<file path="src/rtl/core/percent_utf8_path_decoder_top_macros.svh">
// assertion macros used by the path decoder queue
`ifndef PERCENT_UTF8_PATH_DECODER_TOP_MACROS_SVH
`define PERCENT_UTF8_PATH_DECODER_TOP_MACROS_SVH

// clocked check, off while reset is held
`define PUD_ASSERT(lbl, prop, msg) \
    lbl: assert property (@(posedge aclk) disable iff (!aresetn) prop) else $error(msg);

// clocked check that also holds during reset
`define PUD_ASSERT_ALWAYS(lbl, prop, msg) \
    lbl: assert property (@(posedge aclk) prop) else $error(msg);

`endif

</file>
<file path="src/rtl/core/pud_pkg.sv">
// types, codes and helpers for the percent/utf-8 path decoder
`timescale 1ns / 1ps
package pud_pkg;

    localparam int UNIT_W = 21;

    typedef enum logic [1:0] {
        ESC_NONE   = 2'd0,
        ESC_FIRST  = 2'd1,
        ESC_SECOND = 2'd2
    } esc_phase_t;

    typedef enum logic [2:0] {
        ST_OK          = 3'd0,
        ST_BAD_HEX     = 3'd1,
        ST_TRUNC_ESC   = 3'd2,
        ST_BAD_LEAD    = 3'd3,
        ST_BAD_CONT    = 3'd4,
        ST_SURROGATE   = 3'd5,
        ST_UNTERMINATED = 3'd6,
        ST_EMPTY       = 3'd7
    } status_t;

    typedef enum logic [1:0] {
        ENT_UNIT = 2'd0,
        ENT_PAIR = 2'd1,
        ENT_DONE = 2'd2
    } ent_kind_t;

    // one queued request: a unit, a unit to split into a surrogate pair, or an end report
    typedef struct packed {
        ent_kind_t           kind;
        logic [UNIT_W-1:0]   unit;
        status_t             status;
    } entry_t;

    localparam logic [UNIT_W-1:0] CHAR_PERCENT = 21'h25;
    localparam logic [UNIT_W-1:0] SUPP_BASE    = 21'h10000;
    localparam logic [UNIT_W-1:0] SURR_LO      = 21'hD800;
    localparam logic [UNIT_W-1:0] SURR_END     = 21'hE000;
    localparam logic [UNIT_W-1:0] HIGH_BASE    = 21'hD800;
    localparam logic [UNIT_W-1:0] LOW_BASE     = 21'hDC00;

    localparam logic [7:0] LEAD2_MIN = 8'hC0;
    localparam logic [7:0] LEAD3_MIN = 8'hE0;
    localparam logic [7:0] LEAD4_MIN = 8'hF0;
    localparam logic [7:0] LEAD_END  = 8'hF8;

    // {valid, value} of an ascii hex digit
    function automatic logic [4:0] hex_decode(input logic [UNIT_W-1:0] c);
        logic [4:0] r;
        r = 5'd0;
        if (c >= 21'h30 && c <= 21'h39) begin
            r = {1'b1, c[3:0]};
        end else if ((c >= 21'h61 && c <= 21'h66) || (c >= 21'h41 && c <= 21'h46)) begin
            r = {1'b1, c[3:0] + 4'd9};
        end
        return r;
    endfunction

endpackage

</file>
<file path="src/rtl/core/pud_queue.sv">
// short request queue between the classifier and the output stage
`timescale 1ns / 1ps
`include "percent_utf8_path_decoder_top_macros.svh"
module pud_queue
    import pud_pkg::*;
#(
    parameter int DEPTH = 4
) (
    input  logic   aclk,
    input  logic   aresetn,
    input  logic   push,
    input  entry_t push_entry,
    output logic   full,
    input  logic   pop,
    output entry_t head,
    output logic   not_empty
);

    localparam int PTR_W = (DEPTH > 1) ? $clog2(DEPTH) : 1;
    localparam int CNT_W = $clog2(DEPTH + 1);
    localparam logic [PTR_W-1:0] LAST_PTR = PTR_W'(DEPTH - 1);
    localparam logic [CNT_W-1:0] DEPTH_CNT = CNT_W'(DEPTH);

    entry_t mem [DEPTH];

    logic [PTR_W-1:0] wr_ptr_reg, wr_ptr_next;
    logic [PTR_W-1:0] rd_ptr_reg, rd_ptr_next;
    logic [CNT_W-1:0] count_reg, count_next;

    assign full      = (count_reg == DEPTH_CNT);
    assign not_empty = (count_reg != '0);
    assign head      = mem[rd_ptr_reg];

    always_comb begin
        wr_ptr_next = wr_ptr_reg;
        rd_ptr_next = rd_ptr_reg;
        count_next  = count_reg;
        if (push) begin
            wr_ptr_next = (wr_ptr_reg == LAST_PTR) ? '0 : wr_ptr_reg + 1'b1;
        end
        if (pop) begin
            rd_ptr_next = (rd_ptr_reg == LAST_PTR) ? '0 : rd_ptr_reg + 1'b1;
        end
        if (push && !pop) begin
            count_next = count_reg + 1'b1;
        end else if (pop && !push) begin
            count_next = count_reg - 1'b1;
        end
    end

    always_ff @(posedge aclk) begin
        if (!aresetn) begin
            wr_ptr_reg <= '0;
            rd_ptr_reg <= '0;
            count_reg  <= '0;
        end else begin
            wr_ptr_reg <= wr_ptr_next;
            rd_ptr_reg <= rd_ptr_next;
            count_reg  <= count_next;
        end
    end

    always_ff @(posedge aclk) begin
        if (push) begin
            mem[wr_ptr_reg] <= push_entry;
        end
    end

    `PUD_ASSERT(a_no_push_full, push |-> !full, "push into full queue")
    `PUD_ASSERT(a_no_pop_empty, pop |-> not_empty, "pop from empty queue")
    `PUD_ASSERT(a_count_bound, count_reg <= DEPTH_CNT, "queue count past depth")

endmodule

</file>
<file path="src/rtl/core/pud_front.sv">
// input side: escape and utf-8 tracking, turns each character into queue requests
`timescale 1ns / 1ps
module pud_front
    import pud_pkg::*;
(
    input  logic              aclk,
    input  logic              aresetn,
    input  logic              wide_units_32,
    input  logic              in_valid,
    output logic              in_ready,
    input  logic [UNIT_W-1:0] code_unit,
    input  logic              path_end,
    input  logic              q_full,
    output logic              push,
    output entry_t            push_entry
);

    esc_phase_t        esc_reg, esc_next;
    logic [3:0]        nib_reg, nib_next;
    logic [UNIT_W-1:0] acc_reg, acc_next;
    logic [1:0]        cont_reg, cont_next;
    status_t           err_reg, err_next;
    logic              seen_reg, seen_next;

    logic              accept;
    logic [4:0]        hex;
    logic [7:0]        byte_val;
    logic [UNIT_W-1:0] acc_shift;

    // decisions handed from the state block to the request block
    logic              emit_req;
    logic              emit_point;
    logic [UNIT_W-1:0] emit_val;

    assign in_ready  = !q_full;
    assign accept    = in_valid && in_ready;
    assign hex       = hex_decode(code_unit);
    assign byte_val  = {nib_reg, hex[3:0]};
    assign acc_shift = {acc_reg[UNIT_W-7:0], byte_val[5:0]};

    // next state
    always_comb begin
        esc_next   = esc_reg;
        nib_next   = nib_reg;
        acc_next   = acc_reg;
        cont_next  = cont_reg;
        err_next   = err_reg;
        seen_next  = seen_reg;
        emit_req   = 1'b0;
        emit_point = 1'b0;
        emit_val   = '0;
        if (accept) begin
            if (path_end) begin
                esc_next  = ESC_NONE;
                nib_next  = '0;
                acc_next  = '0;
                cont_next = '0;
                err_next  = ST_OK;
                seen_next = 1'b0;
            end else begin
                seen_next = 1'b1;
                if (err_reg == ST_OK) begin
                    case (esc_reg)
                        ESC_FIRST: begin
                            if (!hex[4]) begin
                                err_next = ST_BAD_HEX;
                            end else begin
                                nib_next = hex[3:0];
                                esc_next = ESC_SECOND;
                            end
                        end
                        ESC_SECOND: begin
                            if (!hex[4]) begin
                                err_next = ST_BAD_HEX;
                            end else begin
                                esc_next = ESC_NONE;
                                if (cont_reg != 2'd0) begin
                                    if (byte_val[7:6] != 2'b10) begin
                                        err_next = ST_BAD_CONT;
                                    end else begin
                                        acc_next  = acc_shift;
                                        cont_next = cont_reg - 2'd1;
                                        if (cont_reg == 2'd1) begin
                                            if (acc_shift >= SURR_LO && acc_shift < SURR_END) begin
                                                err_next = ST_SURROGATE;
                                            end else begin
                                                emit_req   = 1'b1;
                                                emit_point = 1'b1;
                                                emit_val   = acc_shift;
                                            end
                                        end
                                    end
                                end else if (!byte_val[7]) begin
                                    emit_req   = 1'b1;
                                    emit_point = 1'b1;
                                    emit_val   = {13'd0, byte_val};
                                end else if (byte_val < LEAD2_MIN) begin
                                    err_next = ST_BAD_LEAD;
                                end else if (byte_val < LEAD3_MIN) begin
                                    acc_next  = {16'd0, byte_val[4:0]};
                                    cont_next = 2'd1;
                                end else if (byte_val < LEAD4_MIN) begin
                                    acc_next  = {17'd0, byte_val[3:0]};
                                    cont_next = 2'd2;
                                end else if (byte_val < LEAD_END) begin
                                    acc_next  = {18'd0, byte_val[2:0]};
                                    cont_next = 2'd3;
                                end else begin
                                    err_next = ST_BAD_LEAD;
                                end
                            end
                        end
                        default: begin
                            if (code_unit == CHAR_PERCENT) begin
                                esc_next = ESC_FIRST;
                            end else if (cont_reg != 2'd0) begin
                                err_next = ST_BAD_CONT;
                            end else begin
                                emit_req = 1'b1;
                                emit_val = code_unit;
                            end
                        end
                    endcase
                end
            end
        end
    end

    // requests into the queue
    always_comb begin
        push_entry = '{kind: ENT_UNIT, unit: emit_val, status: ST_OK};
        push       = 1'b0;
        if (accept && path_end) begin
            push            = 1'b1;
            push_entry.kind = ENT_DONE;
            push_entry.unit = '0;
            if (err_reg != ST_OK) begin
                push_entry.status = err_reg;
            end else if (esc_reg != ESC_NONE) begin
                push_entry.status = ST_TRUNC_ESC;
            end else if (cont_reg != 2'd0) begin
                push_entry.status = ST_UNTERMINATED;
            end else if (!seen_reg) begin
                push_entry.status = ST_EMPTY;
            end
        end else if (emit_req) begin
            push = 1'b1;
            if (emit_point && !wide_units_32 && emit_val >= SUPP_BASE) begin
                push_entry.kind = ENT_PAIR;
            end
        end
    end

    always_ff @(posedge aclk) begin
        if (!aresetn) begin
            esc_reg  <= ESC_NONE;
            nib_reg  <= '0;
            acc_reg  <= '0;
            cont_reg <= '0;
            err_reg  <= ST_OK;
            seen_reg <= 1'b0;
        end else begin
            esc_reg  <= esc_next;
            nib_reg  <= nib_next;
            acc_reg  <= acc_next;
            cont_reg <= cont_next;
            err_reg  <= err_next;
            seen_reg <= seen_next;
        end
    end

endmodule

</file>
<file path="src/rtl/core/pud_back.sv">
// output side: registered result stage, splits supplementary points into surrogate pairs
`timescale 1ns / 1ps
module pud_back
    import pud_pkg::*;
(
    input  logic              aclk,
    input  logic              aresetn,
    input  logic              q_not_empty,
    input  entry_t            q_head,
    output logic              q_pop,
    output logic              m_valid,
    input  logic              m_ready,
    output logic [UNIT_W-1:0] out_unit,
    output logic              unit_valid,
    output logic              path_done,
    output status_t           status,
    output logic              last_of_run
);

    logic              valid_reg, valid_next;
    logic              half_reg, half_next;
    logic [UNIT_W-1:0] unit_reg, unit_next;
    logic              uvalid_reg, uvalid_next;
    logic              done_reg, done_next;
    status_t           status_reg, status_next;
    logic              last_reg, last_next;

    logic              load;
    logic [UNIT_W-1:0] supp_off;
    logic [UNIT_W-1:0] high_unit;
    logic [UNIT_W-1:0] low_unit;

    assign load      = !valid_reg || m_ready;
    assign supp_off  = q_head.unit - SUPP_BASE;
    assign high_unit = HIGH_BASE + {10'd0, supp_off[UNIT_W-1:10]};
    assign low_unit  = LOW_BASE + {11'd0, q_head.unit[9:0]};

    always_comb begin
        valid_next  = valid_reg;
        half_next   = half_reg;
        unit_next   = unit_reg;
        uvalid_next = uvalid_reg;
        done_next   = done_reg;
        status_next = status_reg;
        last_next   = last_reg;
        q_pop       = 1'b0;
        if (load) begin
            valid_next = q_not_empty;
            if (q_not_empty) begin
                status_next = q_head.status;
                case (q_head.kind)
                    ENT_PAIR: begin
                        uvalid_next = 1'b1;
                        done_next   = 1'b0;
                        if (!half_reg) begin
                            // high surrogate first, keep the request for the low one
                            unit_next = high_unit;
                            last_next = 1'b0;
                            half_next = 1'b1;
                        end else begin
                            unit_next = low_unit;
                            last_next = 1'b1;
                            half_next = 1'b0;
                            q_pop     = 1'b1;
                        end
                    end
                    ENT_DONE: begin
                        unit_next   = '0;
                        uvalid_next = 1'b0;
                        done_next   = 1'b1;
                        last_next   = 1'b1;
                        q_pop       = 1'b1;
                    end
                    default: begin
                        unit_next   = q_head.unit;
                        uvalid_next = 1'b1;
                        done_next   = 1'b0;
                        last_next   = 1'b1;
                        q_pop       = 1'b1;
                    end
                endcase
            end
        end
    end

    always_ff @(posedge aclk) begin
        if (!aresetn) begin
            valid_reg <= 1'b0;
            half_reg  <= 1'b0;
        end else begin
            valid_reg <= valid_next;
            half_reg  <= half_next;
        end
    end

    always_ff @(posedge aclk) begin
        unit_reg   <= unit_next;
        uvalid_reg <= uvalid_next;
        done_reg   <= done_next;
        status_reg <= status_next;
        last_reg   <= last_next;
    end

    assign m_valid     = valid_reg;
    assign out_unit    = unit_reg;
    assign unit_valid  = uvalid_reg;
    assign path_done   = done_reg;
    assign status      = status_reg;
    assign last_of_run = last_reg;

endmodule

</file>
<file path="src/rtl/core/percent_utf8_path_decoder_top.sv">
// top level of the percent-escape / utf-8 path decoder with apb control
`timescale 1ns / 1ps
// Decodes percent-escaped UTF-8 paths streamed one character per request, closed by a
// request with tlast set. Input is taken at one request per clock: s_axis_tready only
// drops while the Q_DEPTH-entry queue between the classifier and the output stage is
// full. Results leave at one per clock from a registered output stage while m_axis_tready
// is held high; a supplementary code point in 16-bit mode leaves as two results, the high
// surrogate and then the low one, so the output stage and the queue set the sustained
// rate. Escape digits and incomplete sequences produce no result. The end request always
// produces one result carrying the path status. Register 0 (byte address 0), bit 0,
// selects full code points (1) or UTF-16 units (0); change it only while idle.
module percent_utf8_path_decoder_top
    import pud_pkg::*;
#(
    parameter int Q_DEPTH = 4
) (
    input  logic        aclk,
    input  logic        aresetn,
    // apb
    input  logic        psel,
    input  logic        penable,
    input  logic        pwrite,
    input  logic [2:0]  paddr,
    input  logic [31:0] pwdata,
    output logic [31:0] prdata,
    output logic        pready,
    // input stream
    input  logic        s_axis_tvalid,
    output logic        s_axis_tready,
    input  logic [23:0] s_axis_tdata,   // [20:0] code_unit, [23:21] zero
    input  logic        s_axis_tlast,   // path_end
    // result stream
    output logic        m_axis_tvalid,
    input  logic        m_axis_tready,
    output logic [23:0] m_axis_tdata,   // [20:0] out_unit, [23:21] status
    output logic [1:0]  m_axis_tuser,   // [0] unit_valid, [1] path_done
    output logic        m_axis_tlast    // last_of_run
);

    logic              wide_reg, wide_next;
    logic              cfg_wr;

    logic              q_full;
    logic              q_push;
    entry_t            q_push_entry;
    logic              q_pop;
    entry_t            q_head;
    logic              q_not_empty;

    logic [UNIT_W-1:0] out_unit;
    logic              unit_valid;
    logic              path_done;
    status_t           status;

    assign pready = 1'b1;
    assign cfg_wr = psel && penable && pwrite && !paddr[2];
    assign prdata = paddr[2] ? 32'd0 : {31'd0, wide_reg};

    always_comb begin
        wide_next = wide_reg;
        if (cfg_wr) begin
            wide_next = pwdata[0];
        end
    end

    always_ff @(posedge aclk) begin
        if (!aresetn) begin
            wide_reg <= 1'b0;
        end else begin
            wide_reg <= wide_next;
        end
    end

    pud_front u_front (
        .aclk          (aclk),
        .aresetn       (aresetn),
        .wide_units_32 (wide_reg),
        .in_valid      (s_axis_tvalid),
        .in_ready      (s_axis_tready),
        .code_unit     (s_axis_tdata[UNIT_W-1:0]),
        .path_end      (s_axis_tlast),
        .q_full        (q_full),
        .push          (q_push),
        .push_entry    (q_push_entry)
    );

    pud_queue #(
        .DEPTH (Q_DEPTH)
    ) u_queue (
        .aclk       (aclk),
        .aresetn    (aresetn),
        .push       (q_push),
        .push_entry (q_push_entry),
        .full       (q_full),
        .pop        (q_pop),
        .head       (q_head),
        .not_empty  (q_not_empty)
    );

    pud_back u_back (
        .aclk        (aclk),
        .aresetn     (aresetn),
        .q_not_empty (q_not_empty),
        .q_head      (q_head),
        .q_pop       (q_pop),
        .m_valid     (m_axis_tvalid),
        .m_ready     (m_axis_tready),
        .out_unit    (out_unit),
        .unit_valid  (unit_valid),
        .path_done   (path_done),
        .status      (status),
        .last_of_run (m_axis_tlast)
    );

    assign m_axis_tdata = {status, out_unit};
    assign m_axis_tuser = {path_done, unit_valid};

endmodule
</file>
<file path="config.mk">
export PLATFORM = sky130hd
export DESIGN_NAME = percent_utf8_path_decoder_top
export DESIGN_NICKNAME = d
export VERILOG_FILES = /design/src/rtl/core/pud_pkg.sv /design/src/rtl/core/pud_queue.sv /design/src/rtl/core/pud_front.sv /design/src/rtl/core/pud_back.sv /design/src/rtl/core/percent_utf8_path_decoder_top.sv
export VERILOG_INCLUDE_DIRS = /design/src /design/src/rtl/core
export SDC_FILE = /design/constraint.sdc
export NUM_CORES = 1
export LEC_CHECK = 0
export ABC_CLOCK_PERIOD_IN_PS = 5600
export BUFFER_PORTS_ARGS = -buffer_cell sky130_fd_sc_hd__buf_2
export CORE_MARGIN = 2
export CORE_UTILIZATION = 57
export CTS_CLUSTER_DIAMETER = 30
export DETAILED_ROUTE_END_ITERATION = 8
export PLACE_DENSITY = 0.8
export SLEW_MARGIN = 40
export SYNTH_ARGS = -nofsm -noshare
export SYNTH_HDL_FRONTEND = slang
export SYNTH_HIERARCHICAL = 1
export SYNTH_SLANG_ARGS = --single-unit
</file>
<file path="constraint.sdc">
create_clock -name aclk -period 5.6 [get_ports aclk]
set_input_delay 1.12 -clock aclk [delete_from_list [all_inputs] [get_ports aclk]]
set_output_delay 1.12 -clock aclk [all_outputs]
set_load 0.005 [all_outputs]
</file>
* Word-level counts from Yosys, hierarchy flattened
Memory sizes are Yosys's and may differ from the RTL's. A register that Yosys moved wholly into a read port is not among the register bits. Cells that the tools add are included.
Storage, ports and cells: bits in writable memories 104, output and inout bits 62, memories 1, input port bits 67, word-level logic and storage cells 210, register bits 64
Memories:
- u_queue.mem | words 4, bits a word 26, rd ports 1, clocked after Yosys merged registers in 1, wr ports 1, RTL line pud_queue.sv:24 | entry_t mem [DEPTH];
Operators by class: add/subtract/negate cells 9, equal/unequal tests 22, muxes and demuxes 107, reductions and logical operators 41, $lt $le $gt $ge 13
Operators by type and width (count):
- $mux 21 | 11
- $mux 15 | 11
- $pmux 21 s2 | 2
- $mux 3 | 21
- $mux 2 | 22
- $ge 21x7->1 const B | 2
- $le 21x7->1 const B | 2
- $lt 8x8->1 const B | 4
- $ne 6x6->1 const B | 5
- $mux 1 | 29
- $mux 24 | 1
- $eq 21x6->1 const B | 1
- $ge 21x16->1 const B | 1
- $ge 21x17->1 const B | 1
- $ge 21x6->1 const B | 1
- $le 21x6->1 const B | 1
- $lt 21x16->1 const B | 1
- $sub 21x17->21 const B | 1
- $add 16x10->17 const A | 1
- $add 16x11->17 const A | 1
- $mux 4 | 4
- $reduce_bool 2->1 | 7
- $logic_and 1x1->1 | 13
- $reduce_and 11->1 | 1
- 29 further kinds | 48

* Longest topological paths before layout
Gate-level depths: netlist of the first run.
depth in word-level cells 22, mapped depth 16, mapped depth without buffers 15

* By module
The synthesis of the first run kept the hierarchy.
By module, submodules not included:
- pud_queue | sequential area each 3303.2 µm², area each 4256.6 µm², instances 1, cells an instance 180
- pud_front | sequential area each 540.5 µm², area each 2232.1 µm², instances 1, cells an instance 307
- pud_back | sequential area each 850.8 µm², area each 1331.3 µm², instances 1, cells an instance 99
- percent_utf8_path_decoder_top | sequential area each 20.0 µm², area each 330.3 µm², instances 1, cells an instance 42

* Worst setup path after synthesis of the first run
OpenSTA, ideal clock, no wires.
path kind input -> register, from input port s_axis_tdata[7], to register u_queue.count_reg[2], path buffers 0, data required time 5524 ps, slack 1224 ps, library setup time 76 ps, data arrival time 4300 ps, stages 13, cells stage by stage or4_4 -> or4_4 -> nor4_2 -> or2_2 -> o21ai_1 -> a21o_1 -> nand2_1 -> ha_1 -> inv_1 -> fa_1 -> xor2_1 -> or3_1 -> a21boi_0
On the way: word-level cells in the longest chain between the ends 21, elaborated cells on any way between the ends 33, classes of those cells 8 x order compare; 1 x eq/ne; 15 x mux; 9 x reduce/logical
RTL lines:
- start, declared | RTL line percent_utf8_path_decoder_top.sv:30 | input logic [23:0] s_axis_tdata,
- $ge 21x7->1 / $le 21x7->1 (equally long branches) | RTL line pud_pkg.sv:55 | end else if ((c >= 21'h61 && c <= 21'h66) || (c >= 21'h41 && c <= 21'h46)) begin
- $logic_and 1x1->1 | RTL line pud_pkg.sv:55
- $logic_or 1x1->1 | RTL line pud_pkg.sv:55
- $mux 5 | RTL line pud_pkg.sv:55
- $mux 5 | RTL line pud_pkg.sv:53 | if (c >= 21'h30 && c <= 21'h39) begin
- $ge 21x16->1 / $lt 21x16->1 (equally long branches) | RTL line pud_front.sv:84 | if (acc_shift >= SURR_LO && acc_shift < SURR_END) begin
- $logic_and 1x1->1 | RTL line pud_front.sv:84
- $mux 1 | RTL line pud_front.sv:84
- [... 6 more ...]
- $mux 1 * | RTL line pud_front.sv:53 | if (path_end) begin
- $mux 1 * | RTL line pud_front.sv:52 | if (accept) begin
- $mux 1 * | RTL line pud_front.sv:146 | end else if (emit_req) begin
- $mux 1 * | RTL line pud_front.sv:133 | if (accept && path_end) begin
- named net q_push | RTL line percent_utf8_path_decoder_top.sv:44 | logic q_push;
- $logic_not 1->1 | RTL line pud_queue.sv:46 | end else if (pop && !push) begin
- $logic_and 1x1->1 | RTL line pud_queue.sv:46
- $reduce_bool 2->1 (no line)
- end signal, assigned | RTL line pud_queue.sv:59 | count_reg <= count_next;
- end, declared | RTL line pud_queue.sv:28 | logic [CNT_W-1:0] count_reg, count_next;
Mark *: on every way through the listed nets, which the timed path passes. The rest lies on a longest branch. A chain may end at the register's enable or synchronous reset.

* Worst setup path in the final report of the first run
from input port s_axis_tdata[19], to register u_queue.count_reg[2]
The elaborated chain is that of the path after synthesis.

==> results.py, run 1 <==
metrics = {
    "clocking": {
        "postCtsResizedCells": 0,
        "root_buffer": "clkbuf_16",
        "clkLatencyLatePin_ps": 430,
        "hold_buffers": 0,
        "numCtsBuffers": 17,
        "tritoncts": "built",
        "htreeDepth": 4,
        "postCtsSetupBuffers": 0,
        "clk_pin_slew_ps": 60,
        "clockBufferDepth": 2,
        "clock_sinks": 170,
    },
    "sta": {
        "fin_crit_sh_pct": 81.2,
        "finalMaxSlewViolations": 0,
        "rsz0062_at_grt": "no",
        "fmax_mhz": 220,
        "period_needed_ps": 4550,
        "hold_viol": 0,
        "finalClockSkew_ps": 8.80,
        "finalSetupTns_ps": 0,
        "worst_pin_slew_ps": 805,
        "setup_violations": 0,
        "slew_headroom_pct": 45.5,
    },
    "pwr": {
        "power_switching_share_pct": 28.9,
        "power.internal_mw": 2.90,
        "pwr-share-seq_pct": 41.9,
        "p_comb_share_pct": 28.0,
        "clkPwrFrac_pct": 30.1,
        "max-vdd-ir-drop_uv": 232,
        "p_leak_nw": 3.34,
        "power.switching_mw": 1.18,
        "powerDensity_nw_per_um2": 451,
        "fin_total_pwr_mw": 4.08,
    },
    "floorplanning": {
        "initial_core_util_pct": 58.5,
        "core_area_um2": 13900,
        "std_cell_rows": 43,
        "die_area_um2": 15300,
        "die_h_um": 124,
        "die_w_um": 124,
        "ios": 129,
    },
    "critical_path": {
        "r2r_end": "u_queue/count_reg[2]$_SDFFE_PN0P_",
        "crit_type": "primary input to flop",
        "crit_end": "u_queue/count_reg[2]$_SDFFE_PN0P_",
        "worstRegToRegCells": 13,
        "cp_max_fo": 7,
        "start_kind": "primary input",
        "max_stage_delay_ps": 670,
        "cpMaxStageDelayCell": "or4_1",
        "arrival_ps": 4890,
        "cp-end-kind": "flop",
        "reg2reg_setup_slack_ps": 1770,
        "startpoint": "s_axis_tdata[19]",
        "path_common_cell": "or4_1",
        "crit_chain": "buf_2, or4_1, or4_1, nor3_2, or2_2, o21ai_1, a21o_1, nand2_1, ha_1, inv_1, fa_1, xor2_1, or3_1, a21boi_0",
        "crit_required_ps": 5940,
    },
    "synth": {
        "ys_seq_area_share_pct": 57.8,
        "synth_flop_cell": "edfxtp_1",
        "syn_area_um2": 8150,
        "synth_xor_area_share_pct": 1.07,
        "async_reset_ff_share_pct": 0,
        "synth_fa_ha_area_share_pct": 2.70,
        "synth_top_family_by_area": "simple AND/OR/NAND/NOR gates",
        "yosysUniqueCellTypes": 68,
        "synth_edf_count": 131,
        "synth-seq-cells": 170,
        "syn_inst": 628,
        "syn_avg_cell_area_um2": 13.0,
        "synthSimpleGateAreaFrac_pct": 13.4,
        "yosys_warnings": 6,
        "synth.area.mux_share_pct": 10.0,
        "synth_compound_area_share_pct": 8.26,
    },
    "routing": {
        "vias": 5184,
        "avgRoutedWirePerCell_um": 19.2,
        "routed_wl_um": 16900,
        "viasPerCell": 5.92,
        "drtPass1Iterations": 5,
        "drc_errors": 0,
        "antenna_left": 0,
        "drt_first_iter_violations": 531,
    },
    "place": {
        "place_congestion": 0.909,
        "post_dp_cell_area_um2": 8420,
        "numPortBuffers": 60,
        "dp_hpwl_um": 11600,
        "dp.cells": 844,
    },
    "grt": {
        "grt_max_degree": 42,
        "antenna_found_initial": 0,
        "grt_pass1_vias": 5010,
        "globalRouteTotalUtil_pct": 23.5,
        "grt_remaining_overflow": 0,
        "grt_first_pass_wirelength_um": 26500,
    },
    "status": {
        "outcome": "finished clean",
    },
    "final_layout": {
        "layout-drive-gt1-share_pct": 19.4,
        "largest_reg_flops": 104,
        "regArea_um2": 4710,
        "syn_to_final_growth_pct": 11.0,
        "num-fill-cells": 969,
        "fin_area_um2": 9050,
        "final_cells": 876,
        "fin_util_pct": 64.9,
        "multiInputGateArea_um2": 3020,
        "layout.nets": 767,
        "antenna_cells": 0,
    },
    "run": {
        "cap_violations": 0,
    },
    "hold_path": {
        "hold_class": "flop to flop",
    },
}
-- layout by cell type (no fill, tap or decap), types with 8 or more instances in the layout --
cell,instances
nor2b_1,20
buf_2,60
clkbuf_16,17
inv_1,23
a22o_1,18
edfxtp_1,131
mux2i_1,21
o21ai_1,17
dfxtp_1,39
nand4_1,8
conb_1,32
nand3_1,16
buf_4,10
nand2_1,41
o21ai_0,8
nor3_1,15
a22oi_1,12
mux4_2,20
ha_1,16
and2_1,15
nor2_1,41
-- area by class of cell --
cell class	count	area share (%)
well taps	180	2.49
multi-input cells	400	33.4
clock inverters	13	2.12
repair buffers	70	4.15
inverters	24	0.996
clock buffers	19	4.78
flip-flops and latches	170	52.1
-- layer usage --
layer	vias up	part of all wire [%]	global-route usage [%]
li1	2403	-	-
met1	2515	41	30.7
met2	237	49	38.3
met3	29	7.1	5.91
met4	0	2.2	8.45
met5	-	0	0
-- how the worst min path moves through the flow --
| stage | start | end | cells past startpoint |
|---|---|---|---|
| after detailed placement | u_front/acc_reg[2]$_SDFFE_PN0P_ | u_front/acc_reg[8]$_SDFFE_PN0P_ | 2 |
| final | u_front/acc_reg[1]$_SDFFE_PN0P_ | u_front/acc_reg[7]$_SDFFE_PN0P_ | 2 |
| after global placement | u_front/acc_reg[1]$_SDFFE_PN0P_ | u_front/acc_reg[7]$_SDFFE_PN0P_ | 2 |
| after CTS | u_front/acc_reg[2]$_SDFFE_PN0P_ | u_front/acc_reg[8]$_SDFFE_PN0P_ | 2 |
| after global routing | u_front/acc_reg[4]$_SDFFE_PN0P_ | u_front/acc_reg[10]$_SDFFE_PN0P_ | 2 |
| after floorplan | u_front/acc_reg[1]$_SDFFE_PN0P_ | u_front/acc_reg[7]$_SDFFE_PN0P_ | 2 |
-- cell families (layout without fill, tap and decap cells) --
kind of cell | after synthesis | in the layout
simple gates | 199 | 199
flops | 170 | 170
compound gates | 95 | 95
buf+inv | 88 | 126
mux | 47 | 47
fa+ha+maj | 17 | 17
xor+xnor | 10 | 10
other cells | 2 | 32
-- power groups by stage --
stage | clock [mW] | sequential [mW] | combinational, mW
finish | 1.23 | 1.71 | 1.14
global route | 1.29 | 1.73 | 1.26
CTS | 1.24 | 1.71 | 1.15
detailed placement | 0 | 1.74 | 1.13
global placement | 0 | 1.72 | 1.08
floorplan | 0 | 1.74 | 0.879
-- through the flow --
| stage | hold WS [ps] | setup slack (ps) |
|---|---|---|
| floorplan | 441 | 1220 |
| global placement | 449 | 760 |
| detailed placement | 461 | 633 |
| CTS | 470 | 1070 |
| global route | 490 | 894 |
| finish | 472 | 1050 |
-- cells in the mapped netlist, drive strengths merged (18+ instances only) --
| master | n | area share, % |
|---|---|---|
| dfxtp | 39 | 9.6 |
| inv | 23 | 1.1 |
| edfxtp | 131 | 48 |
| mux2i | 21 | 2.6 |
| nor2b | 20 | 1.5 |
| a22o | 18 | 1.9 |
| mux4 | 26 | 7.5 |
| nor2 | 43 | 2.1 |
| o21ai | 25 | 1.5 |
| nand2 | 41 | 1.9 |
| buf | 49 | 4.7 |
-- worst max-delay path, delay by kind of cell --
kind                       cells  cell delay, ps
AOI/OAI and AO/OA              3             540
xor gates and xnor gates       1             170
adders and majority gates      2             620
buffers and inverters          2             200
and+or+nand+nor                6            2250
(Power assumes the default switching activity.)
==> run 2, diff against run 1 <==
ABC_AREA = 1   (was default)
ABC_CLOCK_PERIOD_IN_PS = 4300   (was 5600)
CORE_UTILIZATION = 58   (was 57)
PLACE_DENSITY = 0.81   (was 0.8)
clock period = 4.3 ns   (was 5.6 ns; I/O delays follow)
==> run 2 against run 1 <==
Sequential share of layout area fell by 3.0 points. Synthesized area rose by 7.3%. Register-to-register slack got worse by 640 ps. Worst hold slack improved by 4.3 ps. Critical path depth rose by 4. Final cell count rose by 39%. Critical endpoint is now u_queue/count_reg[1]$_SDFFE_PN0P_. Largest cell class unchanged. Largest power group unchanged. Highest routed layer unchanged.
==> results.py, run 2 <==
metrics = {
    "routing": {
        "avgRoutedWirePerCell_um": 15.2,
        "drt_first_iter_violations": 575,
        "vias": 6653,
        "drc_errors": 0,
        "drtPass1Iterations": 5,
        "viasPerCell": 5.46,
        "routed_wl_um": 18500,
        "antenna_left": 0,
    },
    "floorplanning": {
        "die_w_um": 127,
        "std_cell_rows": 44,
        "die_h_um": 127,
        "initial_core_util_pct": 59.7,
        "die_area_um2": 16100,
        "core_area_um2": 14600,
        "ios": 129,
    },
    "critical_path": {
        "crit_required_ps": 4630,
        "arrival_ps": 3800,
        "cpMaxStageDelayCell": "o21ai_1",
        "start_kind": "primary input",
        "crit_chain": "buf_2, inv_1, ha_1, nand3_1, nor2_1, nand3_1, o21ai_2, nand2_4, nand3_1, nand2_1, a21oi_1, o21ai_1, nand2_1, ha_1, inv_1, fa_1, o21ai_0, nor2_1",
        "cp-end-kind": "flop",
        "crit_family": "simple AND/OR/NAND/NOR gates",
        "max_stage_delay_ps": 430,
        "path_common_cell": "nand3_1",
        "critical_path_buf_inv_count": 3,
        "cp_max_fo": 9,
        "crit_type": "primary input to flop",
        "startpoint": "s_axis_tdata[1]",
    },
    "place": {
        "dp.cells": 1186,
        "place_congestion": 0.931,
        "dp_hpwl_um": 12900,
        "pre_cts_ws_ps": 396,
        "numPortBuffers": 60,
        "post_dp_cell_area_um2": 9000,
    },
    "synth": {
        "synth_edf_count": 131,
        "yosysUniqueCellTypes": 45,
        "synthTopCellsByCount": "nor2_1 (164), nand2_1 (153), edfxtp_1 (131), inv_1 (104), o21ai_0 (62)",
        "ys_top_cells_by_area": "edfxtp_1 (45%), dfxtp_1 (8.9%), nor2_1 (7.0%)",
        "synthMostInstantiatedCell": "nor2_1",
        "syn_inst": 965,
        "synth_top_area_cell": "edfxtp_1",
        "synth_top_area_share_pct": 45.0,
        "ys_seq_area_share_pct": 53.9,
        "synth-seq-cells": 170,
        "syn_area_um2": 8750,
        "yosys_warnings": 6,
        "async_reset_ff_share_pct": 0,
        "synth_flop_cell": "edfxtp_1",
        "syn_avg_cell_area_um2": 9.06,
    },
    "grt": {
        "grt_first_pass_wirelength_um": 30000,
        "globalRouteTotalUtil_pct": 23.9,
        "antenna_found_initial": 0,
        "grt_max_degree": 53,
        "grt_remaining_overflow": 0,
        "grt_pass1_vias": 6146,
    },
    "clocking": {
        "clock_sinks": 170,
        "clkLatencyLatePin_ps": 430,
        "postCtsResizedCells": 0,
        "numCtsBuffers": 17,
        "tritoncts": "built",
        "clk_pin_slew_ps": 60,
        "hold_buffers": 0,
        "postCtsSetupBuffers": 0,
        "htreeDepth": 4,
        "clockBufferDepth": 2,
        "root_buffer": "clkbuf_16",
    },
    "final_layout": {
        "fin_util_pct": 65.6,
        "mostFrequentLayoutCells": "nor2_1 (164), nand2_1 (153), edfxtp_1 (131)",
        "layout.nets": 1105,
        "antenna_cells": 0,
        "final_cells": 1218,
        "fin_area_um2": 9600,
        "final_common_cell": "nor2_1",
        "syn_to_final_growth_pct": 9.80,
        "largest_reg_flops": 104,
        "layout-drive-gt1-share_pct": 14.5,
    },
    "sta": {
        "fin_crit_sh_pct": 80.8,
        "setup_violations": 0,
        "finalMaxSlewViolations": 0,
        "whs_ps": 476,
        "hold_viol": 0,
        "period_needed_ps": 3470,
        "finalClockSkew_ps": 6.68,
        "worst_pin_slew_ps": 566,
        "setup_slack_ps": 826,
        "finalSetupTns_ps": 0,
        "slew_headroom_pct": 62.2,
        "fmax_mhz": 288,
        "rsz0062_at_grt": "no",
    },
    "status": {
        "outcome": "finished clean",
    },
    "hold_path": {
        "hp-start": "u_front/acc_reg[0]$_SDFFE_PN0P_",
        "hold_class": "flop to flop",
    },
    "pwr": {
        "powerDensity_nw_per_um2": 615,
        "fin_total_pwr_mw": 5.90,
        "p_leak_nw": 4.09,
        "max-vdd-ir-drop_uv": 379,
    },
    "run": {
        "cap_violations": 0,
    },
}
==> run 2: cell count changes in the layout (fill, tap and decap cells not counted), sizes merged, moves of 24 or more <==
cell   previous run  this run
inv              26       114
mux4             26         0
nand2            41       173
nand3            16        40
nor2             43       176
o21ai            25        89
o22ai             0        27
==> run 2: kinds of logic after synthesis <==
| logic type | count (synthesis) | synth area share [%] |
|---|---|---|
| xor+xnor | 5 | 0.501 |
| flops | 170 | 53.9 |
| buf+inv | 180 | 10.4 |
| fa+ha+maj | 17 | 2.52 |
| simple gates | 433 | 22.6 |
| other cells | 2 | 0.0859 |
| compound gates | 158 | 9.94 |
==> run 2: report_power, final <==
part           switching (mW)  internal, mW
Clock                   0.629         0.916
Sequential              0.119          2.28
Combinational            1.35         0.610
==> run 2: worst paths after layout <==
check / endpoint / slack [ps] / cells past startpoint
min: u_front/acc_reg[0]$_SDFFE_PN0P_ / 480 / 2
max reg2reg: u_queue/count_reg[2]$_SDFFE_PN0P_ / 1130 / 16
max: u_queue/count_reg[1]$_SDFFE_PN0P_ / 830 / 18
min reg2reg: u_front/acc_reg[0]$_SDFFE_PN0P_ / 480 / 2
==> run 2: worst reg2reg max path: stages (launching register included) <==
cell     delay [ps]
dfxtp_1         560
buf_4           460
o21ai_0         200
o22ai_1         230
ha_1            220
inv_2            90
nor2_1          170
nor2_1           90
inv_1           110
ha_1            170
inv_1            60
fa_1            380
nand2_1         110
nand3_1          80
nand2_1          60
inv_1            40
nor2_1           90
==> run 2: area by class of cell <==
type,count,area [um^2]
Sequential cell,170,4710
Clock inverter,14,171
Multi-Input combinational cell,645,3230
Clock buffer,18,429
Tap cell,184,230
Timing Repair Buffer,72,390
Fill cell,1184,5040
Inverter,115,434
==> run 2: metal layers <==
metal / wire length, um / up-vias / track usage [%]
met2: 9060 / 258 / 41.4
met3: 1360 / 41 / 4.98
met4: 505 / 0 / 9.83
met1: 7570 / 3085 / 29.4
met5: 0 / - / 0
li1: - / 3269 / -
